`src/hdl/xenc_pkg.sv`:
```
// Shared types and constants of the XML element name counter.
// No dependencies; imported by every module of the block.
package xenc_pkg;

   // Character codes
   localparam logic [7:0] CHAR_LT    = 8'h3C;
   localparam logic [7:0] CHAR_GT    = 8'h3E;
   localparam logic [7:0] CHAR_SLASH = 8'h2F;
   localparam logic [7:0] CHAR_QMARK = 8'h3F;
   localparam logic [7:0] CHAR_SPACE = 8'h20;
   localparam logic [7:0] CHAR_LF    = 8'h0A;
   localparam logic [7:0] CHAR_CR    = 8'h0D;
   localparam logic [7:0] CHAR_TAB   = 8'h09;

   // Character classes produced by the front end
   localparam logic [1:0] KIND_OTHER = 2'd0;
   localparam logic [1:0] KIND_LT    = 2'd1;
   localparam logic [1:0] KIND_GT    = 2'd2;
   localparam logic [1:0] KIND_SPACE = 2'd3;

   // Register indexes
   localparam int CSR_INDEX_BITS = 2;
   localparam logic [CSR_INDEX_BITS-1:0] CSR_TARGET_LOW  = 2'd0;
   localparam logic [CSR_INDEX_BITS-1:0] CSR_TARGET_HIGH = 2'd1;
   localparam logic [CSR_INDEX_BITS-1:0] CSR_TARGET_LEN  = 2'd2;

   localparam int CSR_DATA_BITS  = 64;
   localparam int TARGET_LEN_BITS = 4;
   localparam int FIELD_BITS     = 24;
   localparam int COUNT_BITS     = 24;

   // Parameter defaults
   localparam int MAX_NAME_DEF      = 16;
   localparam int POSITION_BITS_DEF = 24;
   localparam int QUEUE_DEPTH_DEF   = 4;

   // One classified character word
   typedef struct packed {
      logic [1:0] kind;
      logic       slash_q;   // '/' or '?'
      logic [7:0] text;
      logic       last;
   } char_entry_type;

endpackage

```
`src/hdl/xenc_front.sv`:
```
// Front end: accepts input words and classifies each character.
// Depends on xenc_pkg; feeds xenc_fifo.
module xenc_front
   import xenc_pkg::*;
(
   input  logic           req_tvalid,
   output logic           req_tready,
   input  logic [7:0]     req_tdata,
   input  logic           req_tlast,
   input  logic           queue_full,
   output logic           push,
   output char_entry_type entry
);

   logic [1:0] kind;

   always_comb begin
      case (req_tdata)
         CHAR_LT: kind = KIND_LT;
         CHAR_GT: kind = KIND_GT;
         CHAR_SPACE, CHAR_LF, CHAR_CR, CHAR_TAB: kind = KIND_SPACE;
         default: kind = KIND_OTHER;
      endcase
   end

   assign req_tready    = !queue_full;
   assign push          = req_tvalid && !queue_full;
   assign entry.kind    = kind;
   assign entry.slash_q = (req_tdata == CHAR_SLASH) || (req_tdata == CHAR_QMARK);
   assign entry.text    = req_tdata;
   assign entry.last    = req_tlast;

endmodule

```
`src/hdl/xenc_fifo.sv`:
```
// Short queue of classified characters between front and back end.
// Depends on xenc_pkg for the entry type.
module xenc_fifo
   import xenc_pkg::*;
#(
   parameter int DEPTH = QUEUE_DEPTH_DEF
) (
   input  logic           clock,
   input  logic           reset,
   input  logic           push,
   input  char_entry_type push_entry,
   input  logic           pop,
   output char_entry_type pop_entry,
   output logic           empty,
   output logic           full
);

   localparam int PTR_W = (DEPTH > 1) ? $clog2(DEPTH) : 1;
   localparam int CNT_W = $clog2(DEPTH + 1);

   char_entry_type slot_ff [DEPTH];
   logic [PTR_W-1:0] wr_ptr_ff, wr_ptr_in;
   logic [PTR_W-1:0] rd_ptr_ff, rd_ptr_in;
   logic [CNT_W-1:0] count_ff, count_in;

   assign empty     = (count_ff == '0);
   assign full      = (count_ff == CNT_W'(DEPTH));
   assign pop_entry = slot_ff[rd_ptr_ff];

   always_comb begin
      wr_ptr_in = wr_ptr_ff;
      rd_ptr_in = rd_ptr_ff;
      count_in  = count_ff;
      if (push) begin
         wr_ptr_in = (wr_ptr_ff == PTR_W'(DEPTH - 1)) ? '0 : wr_ptr_ff + PTR_W'(1);
      end
      if (pop) begin
         rd_ptr_in = (rd_ptr_ff == PTR_W'(DEPTH - 1)) ? '0 : rd_ptr_ff + PTR_W'(1);
      end
      if (push && !pop) begin
         count_in = count_ff + CNT_W'(1);
      end else if (pop && !push) begin
         count_in = count_ff - CNT_W'(1);
      end
   end

   always_ff @(posedge clock) begin
      if (reset) begin
         wr_ptr_ff <= '0;
         rd_ptr_ff <= '0;
         count_ff  <= '0;
      end else begin
         wr_ptr_ff <= wr_ptr_in;
         rd_ptr_ff <= rd_ptr_in;
         count_ff  <= count_in;
      end
   end

   always_ff @(posedge clock) begin
      if (push) begin
         slot_ff[wr_ptr_ff] <= push_entry;
      end
   end

   a_no_overflow: assert property (@(posedge clock) disable iff (reset)
      !(push && full && !pop))
      else $error("queue written while full");

   a_no_underflow: assert property (@(posedge clock) disable iff (reset)
      !(pop && empty))
      else $error("queue read while empty");

   a_count_step: assert property (@(posedge clock) disable iff (reset)
      (push && !pop) |=> (count_ff == $past(count_ff) + CNT_W'(1)))
      else $error("queue count did not follow a write");

endmodule

```
`src/hdl/xenc_back.sv`:
```
// Back end: tag parser state, name compare, counters and result register.
// Depends on xenc_pkg; takes classified words from xenc_fifo.
module xenc_back
   import xenc_pkg::*;
#(
   parameter int MAX_NAME      = MAX_NAME_DEF,
   parameter int POSITION_BITS = POSITION_BITS_DEF
) (
   input  logic                      clock,
   input  logic                      reset,
   input  logic                      csr_wr_en,
   input  logic [CSR_INDEX_BITS-1:0] csr_index,
   input  logic [CSR_DATA_BITS-1:0]  csr_wdata,
   input  logic                      queue_empty,
   input  char_entry_type            entry,
   output logic                      pop,
   output logic                      rsp_tvalid,
   input  logic                      rsp_tready,
   output logic [47:0]               rsp_tdata,
   output logic [1:0]                rsp_tuser,
   output logic                      rsp_tlast
);

   localparam int NL_W = $clog2(MAX_NAME);
   localparam logic [POSITION_BITS-1:0] POS_MAX = {POSITION_BITS{1'b1}};
   localparam logic [COUNT_BITS-1:0]    CNT_MAX = {COUNT_BITS{1'b1}};

   // configuration
   logic [CSR_DATA_BITS-1:0]   tgt_low_ff, tgt_high_ff;
   logic [TARGET_LEN_BITS-1:0] tgt_len_ff;

   // stream state
   logic                     inside_tag_ff, inside_tag_in;
   logic                     name_open_ff, name_open_in;
   logic [NL_W-1:0]          name_len_ff, name_len_in;
   logic                     name_mis_ff, name_mis_in;
   logic [1:0]               tag_len_ff, tag_len_in;
   logic                     prev_sq_ff, prev_sq_in;
   logic [POSITION_BITS-1:0] name_start_ff, name_start_in;
   logic [COUNT_BITS-1:0]    match_cnt_ff, match_cnt_in;
   logic [POSITION_BITS-1:0] char_pos_ff, char_pos_in;

   // result register
   logic                     rsp_valid_ff, rsp_valid_in;
   logic                     found_ff, match_ff, done_ff;
   logic [FIELD_BITS-1:0]    where_ff, total_ff;

   logic                     found, match, ignore, emit;
   logic [POSITION_BITS-1:0] where;
   logic [COUNT_BITS-1:0]    cnt_upd;
   logic [127:0]             target_word;
   logic [3:0]               byte_idx;
   logic [7:0]               tgt_byte;

   assign target_word = {tgt_high_ff, tgt_low_ff};
   assign byte_idx    = 4'(name_len_ff);
   assign tgt_byte    = target_word[{byte_idx, 3'b000} +: 8];

   assign pop  = !queue_empty && (!rsp_valid_ff || rsp_tready);
   assign emit = pop && (found || entry.last);

   always_comb begin
      inside_tag_in = inside_tag_ff;
      name_open_in  = name_open_ff;
      name_len_in   = name_len_ff;
      name_mis_in   = name_mis_ff;
      tag_len_in    = tag_len_ff;
      prev_sq_in    = prev_sq_ff;
      name_start_in = name_start_ff;
      char_pos_in   = char_pos_ff;
      cnt_upd       = match_cnt_ff;
      found         = 1'b0;
      match         = 1'b0;
      ignore        = 1'b0;
      where         = '0;
      if (pop) begin
         if (entry.kind == KIND_LT) begin
            // a '<' opens a tag, and restarts one already open
            inside_tag_in = 1'b1;
            name_open_in  = 1'b1;
            name_len_in   = '0;
            name_mis_in   = 1'b0;
            tag_len_in    = '0;
            name_start_in = (char_pos_ff != POS_MAX) ?
                            char_pos_ff + POSITION_BITS'(1) : POS_MAX;
         end else if (inside_tag_ff) begin
            if (entry.kind == KIND_GT) begin
               ignore = (tag_len_ff == 2'd0) || (tag_len_ff == 2'd1 && prev_sq_ff);
               if (!ignore) begin
                  found = 1'b1;
                  where = name_start_ff;
                  match = !name_mis_ff && (tgt_len_ff != '0) &&
                          (TARGET_LEN_BITS'(name_len_ff) == tgt_len_ff);
                  if (match && match_cnt_ff != CNT_MAX) begin
                     cnt_upd = match_cnt_ff + COUNT_BITS'(1);
                  end
               end
               inside_tag_in = 1'b0;
               name_open_in  = 1'b0;
            end else begin
               if (tag_len_ff != 2'd3) begin
                  tag_len_in = tag_len_ff + 2'd1;
               end
               if (name_open_ff) begin
                  if (entry.kind == KIND_SPACE) begin
                     name_open_in = 1'b0;
                  end else if (name_len_ff < NL_W'(MAX_NAME - 1)) begin
                     if (TARGET_LEN_BITS'(name_len_ff) >= tgt_len_ff ||
                         tgt_byte != entry.text) begin
                        name_mis_in = 1'b1;
                     end
                     name_len_in = name_len_ff + NL_W'(1);
                  end
               end
            end
         end
         prev_sq_in  = entry.slash_q;
         char_pos_in = (char_pos_ff != POS_MAX) ?
                       char_pos_ff + POSITION_BITS'(1) : POS_MAX;
      end
      match_cnt_in = cnt_upd;
      if (pop && entry.last) begin
         // end of document: fresh stream state
         inside_tag_in = 1'b0;
         name_open_in  = 1'b0;
         name_len_in   = '0;
         name_mis_in   = 1'b0;
         tag_len_in    = '0;
         prev_sq_in    = 1'b0;
         name_start_in = '0;
         match_cnt_in  = '0;
         char_pos_in   = '0;
      end
   end

   always_comb begin
      if (emit) begin
         rsp_valid_in = 1'b1;
      end else if (rsp_tready) begin
         rsp_valid_in = 1'b0;
      end else begin
         rsp_valid_in = rsp_valid_ff;
      end
   end

   always_ff @(posedge clock) begin
      if (reset) begin
         tgt_low_ff    <= '0;
         tgt_high_ff   <= '0;
         tgt_len_ff    <= TARGET_LEN_BITS'(1);
         inside_tag_ff <= 1'b0;
         name_open_ff  <= 1'b0;
         name_len_ff   <= '0;
         name_mis_ff   <= 1'b0;
         tag_len_ff    <= '0;
         prev_sq_ff    <= 1'b0;
         name_start_ff <= '0;
         match_cnt_ff  <= '0;
         char_pos_ff   <= '0;
         rsp_valid_ff  <= 1'b0;
      end else begin
         if (csr_wr_en) begin
            case (csr_index)
               CSR_TARGET_LOW:  tgt_low_ff  <= csr_wdata;
               CSR_TARGET_HIGH: tgt_high_ff <= csr_wdata;
               CSR_TARGET_LEN:  tgt_len_ff  <= csr_wdata[TARGET_LEN_BITS-1:0];
               default: ;
            endcase
         end
         inside_tag_ff <= inside_tag_in;
         name_open_ff  <= name_open_in;
         name_len_ff   <= name_len_in;
         name_mis_ff   <= name_mis_in;
         tag_len_ff    <= tag_len_in;
         prev_sq_ff    <= prev_sq_in;
         name_start_ff <= name_start_in;
         match_cnt_ff  <= match_cnt_in;
         char_pos_ff   <= char_pos_in;
         rsp_valid_ff  <= rsp_valid_in;
      end
   end

   always_ff @(posedge clock) begin
      if (emit) begin
         found_ff <= found;
         match_ff <= match;
         where_ff <= FIELD_BITS'(where);
         total_ff <= cnt_upd;
         done_ff  <= entry.last;
      end
   end

   assign rsp_tvalid = rsp_valid_ff;
   assign rsp_tdata  = {total_ff, where_ff};
   assign rsp_tuser  = {match_ff, found_ff};
   assign rsp_tlast  = done_ff;

   a_count_monotonic: assert property (@(posedge clock) disable iff (reset)
      (pop && !entry.last) |=> (match_cnt_ff >= $past(match_cnt_ff)))
      else $error("match count went down inside a document");

   a_name_bound: assert property (@(posedge clock) disable iff (reset)
      name_len_ff <= NL_W'(MAX_NAME - 1))
      else $error("kept name longer than the limit");

   a_name_in_tag: assert property (@(posedge clock) disable iff (reset)
      name_open_ff |-> inside_tag_ff)
      else $error("name open outside a tag");

   a_match_implies_found: assert property (@(posedge clock) disable iff (reset)
      (rsp_valid_ff && match_ff) |-> found_ff)
      else $error("match reported without an element");

endmodule

```
`src/hdl/xml_element_name_counter.sv`:
```
// Top level of the XML element name counter.
// Depends on xenc_pkg, xenc_front, xenc_fifo and xenc_back.
//
// Usage:
//   req_*  : one document character per word; req_tlast marks the last one.
//   rsp_*  : one word per element that closes on '>' (not "<>", "</>", "<?>"),
//            plus one word for the last character of every document.
//   csr_*  : target name bytes 0..7 (index 0), bytes 8..15 (index 1) and the
//            target length (index 2); write only while the block is idle.
// Throughput is one character per cycle while the receiver accepts: the
// front end classifies a word and drops it in a short queue; the back end
// updates the tag state and the counters for one queued word per cycle. A
// result word passes through the queue slot and then the output register.
// When the receiver stalls, the output register holds its word, the back end
// stops and the queue fills; req_tready falls only once the queue is full.
// Reset (synchronous) empties the queue and output, clears all parse state
// and counters and loads the register reset values (length 1, name zero).
// After each document's last character the parse state and counters clear,
// so the next word starts a new document.
module xml_element_name_counter
   import xenc_pkg::*;
#(
   parameter int MAX_NAME      = MAX_NAME_DEF,
   parameter int POSITION_BITS = POSITION_BITS_DEF,
   parameter int QUEUE_DEPTH   = QUEUE_DEPTH_DEF
) (
   input  logic                      clock,
   input  logic                      reset,
   // input channel
   input  logic                      req_tvalid,
   output logic                      req_tready,
   input  logic [7:0]                req_tdata,   // [7:0] text_char
   input  logic                      req_tlast,   // last_char
   // result channel
   output logic                      rsp_tvalid,
   input  logic                      rsp_tready,
   output logic [47:0]               rsp_tdata,   // [23:0] element_position,
                                                  // [47:24] match_total
   output logic [1:0]                rsp_tuser,   // [0] element_found,
                                                  // [1] name_matches
   output logic                      rsp_tlast,   // document_done
   // configuration
   input  logic                      csr_wr_en,
   input  logic [CSR_INDEX_BITS-1:0] csr_index,
   input  logic [CSR_DATA_BITS-1:0]  csr_wdata
);

   char_entry_type push_entry, pop_entry;
   logic           push, pop, queue_empty, queue_full;

   // classify characters at the input
   xenc_front u_front (
      .req_tvalid (req_tvalid),
      .req_tready (req_tready),
      .req_tdata  (req_tdata),
      .req_tlast  (req_tlast),
      .queue_full (queue_full),
      .push       (push),
      .entry      (push_entry)
   );

   // decouples input acceptance from result back-pressure
   xenc_fifo #(
      .DEPTH (QUEUE_DEPTH)
   ) u_fifo (
      .clock      (clock),
      .reset      (reset),
      .push       (push),
      .push_entry (push_entry),
      .pop        (pop),
      .pop_entry  (pop_entry),
      .empty      (queue_empty),
      .full       (queue_full)
   );

   // tag parsing, name compare, counters, result register
   xenc_back #(
      .MAX_NAME      (MAX_NAME),
      .POSITION_BITS (POSITION_BITS)
   ) u_back (
      .clock       (clock),
      .reset       (reset),
      .csr_wr_en   (csr_wr_en),
      .csr_index   (csr_index),
      .csr_wdata   (csr_wdata),
      .queue_empty (queue_empty),
      .entry       (pop_entry),
      .pop         (pop),
      .rsp_tvalid  (rsp_tvalid),
      .rsp_tready  (rsp_tready),
      .rsp_tdata   (rsp_tdata),
      .rsp_tuser   (rsp_tuser),
      .rsp_tlast   (rsp_tlast)
   );

endmodule

```
`config.mk`:
```
export PLATFORM = sky130hd
export DESIGN_NAME = xml_element_name_counter
export DESIGN_NICKNAME = d
export VERILOG_FILES = /design/src/hdl/xenc_pkg.sv /design/src/hdl/xenc_front.sv /design/src/hdl/xenc_fifo.sv /design/src/hdl/xenc_back.sv /design/src/hdl/xml_element_name_counter.sv
export SDC_FILE = /design/constraint.sdc
export NUM_CORES = 1
export LEC_CHECK = 0
export ABC_AREA = 1
export BUFFER_PORTS_ARGS = -buffer_cell sky130_fd_sc_hd__buf_2
export CORE_MARGIN = 3
export CORE_UTILIZATION = 60
export DETAILED_ROUTE_END_ITERATION = 10
export PLACE_DENSITY_LB_ADDON = 0.08
export SLEW_MARGIN = 5
export SYNTH_ARGS = -nofsm -noshare
export SYNTH_HDL_FRONTEND = slang
export SYNTH_SLANG_ARGS = --single-unit
export TNS_END_PERCENT = 1
```
`constraint.sdc`:
```
create_clock -name clock -period 4.5 [get_ports clock]
set_input_delay 0.9 -clock clock [delete_from_list [all_inputs] [get_ports clock]]
set_output_delay 0.9 -clock clock [all_outputs]
set_load 0.05 [all_outputs]
```
==> metrics <==
cell area after placement 15300 µm²; largest net degree at the start of global routing 140; met2 Usage GRT 41.8%; crit path kind flop to flop; skew final 0.0211 ns; met3 Resource Use GR 3.49%; I/O pins 133; Comb power frac 34.2%; sequential area share after synthesis 51.3%; VDD IR-drop max 0.000378 V; Post-synth EDFFs 99; Final min period 2.78 ns; Final HPWL DP 22.0 mm; Fin Hold WS 0.446 ns; clk sink count 323; Die Width 162 µm; CTS H-tree lvls 2; Setup Viol. Count Final 0; total power 10.0 mW; Seq cells post-synth 323; vias in the first global route 11300; crit end category flop; CP arrival 2.99 ns; top cells by area, synth dfxtp_1 31%, edfxtp_1 20%, nand2_1 7.1%, o21ai_0 6.1%, inv_1 5.9%; Port Buf Inserts 132; CP max stage delay 0.66 ns; fmax 360 MHz; count leader, synth nand2_1; Yosys top cell by area dfxtp_1; Net Sw Power 3.91 mW; Critical Path RT 4.71 ns; grt total ovfl 0; hold buffers post-CTS 0; DRT iter0 DRCs 845; Starting Density 61.6%; CORE AREA 23600 µm²; setup tns final 0 ns; Synth cell types 52; Hold Vio Cnt, Final 0; global-route wire length before repair 55.4 mm; Yosys Warn Count 0; CTS Buffer Depth 3; Commonest cells post-synth 276 x nand2_1, 230 x inv_1, 224 x dfxtp_1, 177 x o21ai_0, 168 x nor2_1; Startpoint Class flop; P_int 6.09 mW; Async SR Flop Fraction 0%; Tcrit/Tclk final 61.7%; Hold WC Path Type flop to flop; Fill cells 1949; post-route cell area 16400 µm²; PwrDens 610 nW/µm²; FP Rows 56; post-route ant nets 0; Max-cap violations 0; area grow syn2layout 12.8%; Mapped Area 14500 µm²; total CTS buffers 34; top_reg_cell synth dfxtp_1; Slew Viols, Final 0; Post CTS Setup Buffer Count 0; Nets 1955; Slew @ Worst Pin 1.19 ns; Worst-path clk slew 0.06 ns; vias 11800; Clock Latency Late Sink 0.52 ns; die footprint 26100 µm²; share of post-route cells with drive strength above 1 15.5%; RSZ-0062 raised after global routing no; most used routing layer in global routing met2; GRT Total Usage 25.4%; root buffer cell clkbuf_16; switching fraction of total power 39.1%; Synth top area share 30.8%; Rel. slew slack 20.6%; slack of the critical path 1.72 ns; CTS tree done; Syn Area/Cell 8.23 µm²; slowest cell on the critical path nand2_2; # DRC 0; leakage power 6.94 nW; pre-CTS setup slack 1.36 ns; CTS resizes 0; worst-path fanout max 40; ant diodes 0; antenna violations before repair 0; synthesized net count 1864; met1 Use GR 34.9%; vias per cell 5.37; sequential share of power 38.6%; final wirelength 32.9 mm; outcome completed; Die H 162 µm; Routed WL per cell 15.0 µm; DR pass1 iterations 5; RD Place Congestion 0.863; Critical Path, Cell by Cell buf_4 -> inv_6 -> nand2_1 -> nand3_1 -> nand2_1 -> inv_2 -> nor2_4 -> nand2_4 -> nor2_8 -> clkinv_1 -> nand2_2 -> buf_4; Cells after Synth 1767; clock share of power 27.2%
==> worst max-delay path: cells and delay by family (launching register included) <==
kind	cells	cell delay, ns
DFF	1	0.31
and+or+nand+nor	7	1.24
buffers and inverters	5	0.91
==> area by class of cell <==
type                       count  area (µm²)  area share, %
inverter                     250         953           5.81
tap                          319         399           2.43
clock buffer                  48         997           6.08
sequential                   323        7460           45.5
clock inverter                13        93.8          0.572
timing repair buffer         149         788           4.81
multi-input combinational   1100        5710           34.8
==> kinds of logic (layout without fill, tap and decap cells) <==
kind of cell | count (synthesis) | after routing | share of synthesized area (%)
xor+xnor | 30 | 30 | 2.01
flops | 323 | 323 | 51.3
buf+inv | 344 | 460 | 9.55
simple gates | 652 | 652 | 20.3
compound gates | 401 | 401 | 15.3
fa+ha+maj | 17 | 17 | 1.51
==> sequential cells by signal (all words and copies together) (netlist names), 2 cells and up, named ones only <==
name                  flops
u_back.tgt_high_ff       64
u_back.tgt_low_ff        64
u_fifo.slot_ff           48
u_back.char_pos_ff       24
u_back.match_cnt_ff      24
u_back.name_start_ff     24
u_back.total_ff          24
u_back.where_ff          24
u_back.byte_idx           4
u_back.tgt_len_ff         4
u_fifo.count_ff           3
u_back.tag_len_ff         2
u_fifo.rd_ptr_ff          2
u_fifo.wr_ptr_ff          2
==> worst paths after layout <==
kind / startpoint / to / slack, ns / cells after the start
min: u_back.tgt_low_ff[36] / u_back.tgt_low_ff[36] / 0.45 / 2
max reg2reg: flop / u_back.total_ff[11] / 1.72 / 12
max: flop / u_back.total_ff[11] / 1.72 / 12
min reg2reg: u_back.tgt_low_ff[36] / u_back.tgt_low_ff[36] / 0.45 / 2
==> stage by stage <==
stage,instances,util [%]
floorplan,1767,-
global placement,2141,64.8
detailed placement,2141,64.8
CTS,2202,69.5
global route,2202,69.5
finish,2202,69.5
==> metal layers <==
layer  share of wire [%]  vias up
li1                    -     6002
met1                  45     5447
met2                  47      326
met3                 5.5       60
met4                 2.7        0
met5                   0        -
==> placed cells by master (no fill, tap or decap), drive strengths merged, types with 10 or more instances in the layout <==
master / n
nand4: 15
nand2: 294
edfxtp: 99
nand3: 123
nor3: 10
dfxtp: 224
o22ai: 16
clkinv: 13
nor2: 194
xor2: 25
a21oi: 141
buf: 149
inv: 247
o21ai: 180
o211ai: 42
ha: 16
clkbuf: 48
==> power by group through the flow <==
stage | clock network [mW] | logic, mW | registers [mW]
2_1_floorplan | 0 | 2.00 | 4.55
3_3_place_gp | 0 | 3.34 | 3.90
3_5_place_dp | 0 | 3.41 | 3.91
4_1_cts | 2.77 | 3.43 | 3.85
5_1_grt | 2.89 | 3.81 | 3.91
6_report | 2.72 | 3.42 | 3.85
(Power assumes the default switching activity.)
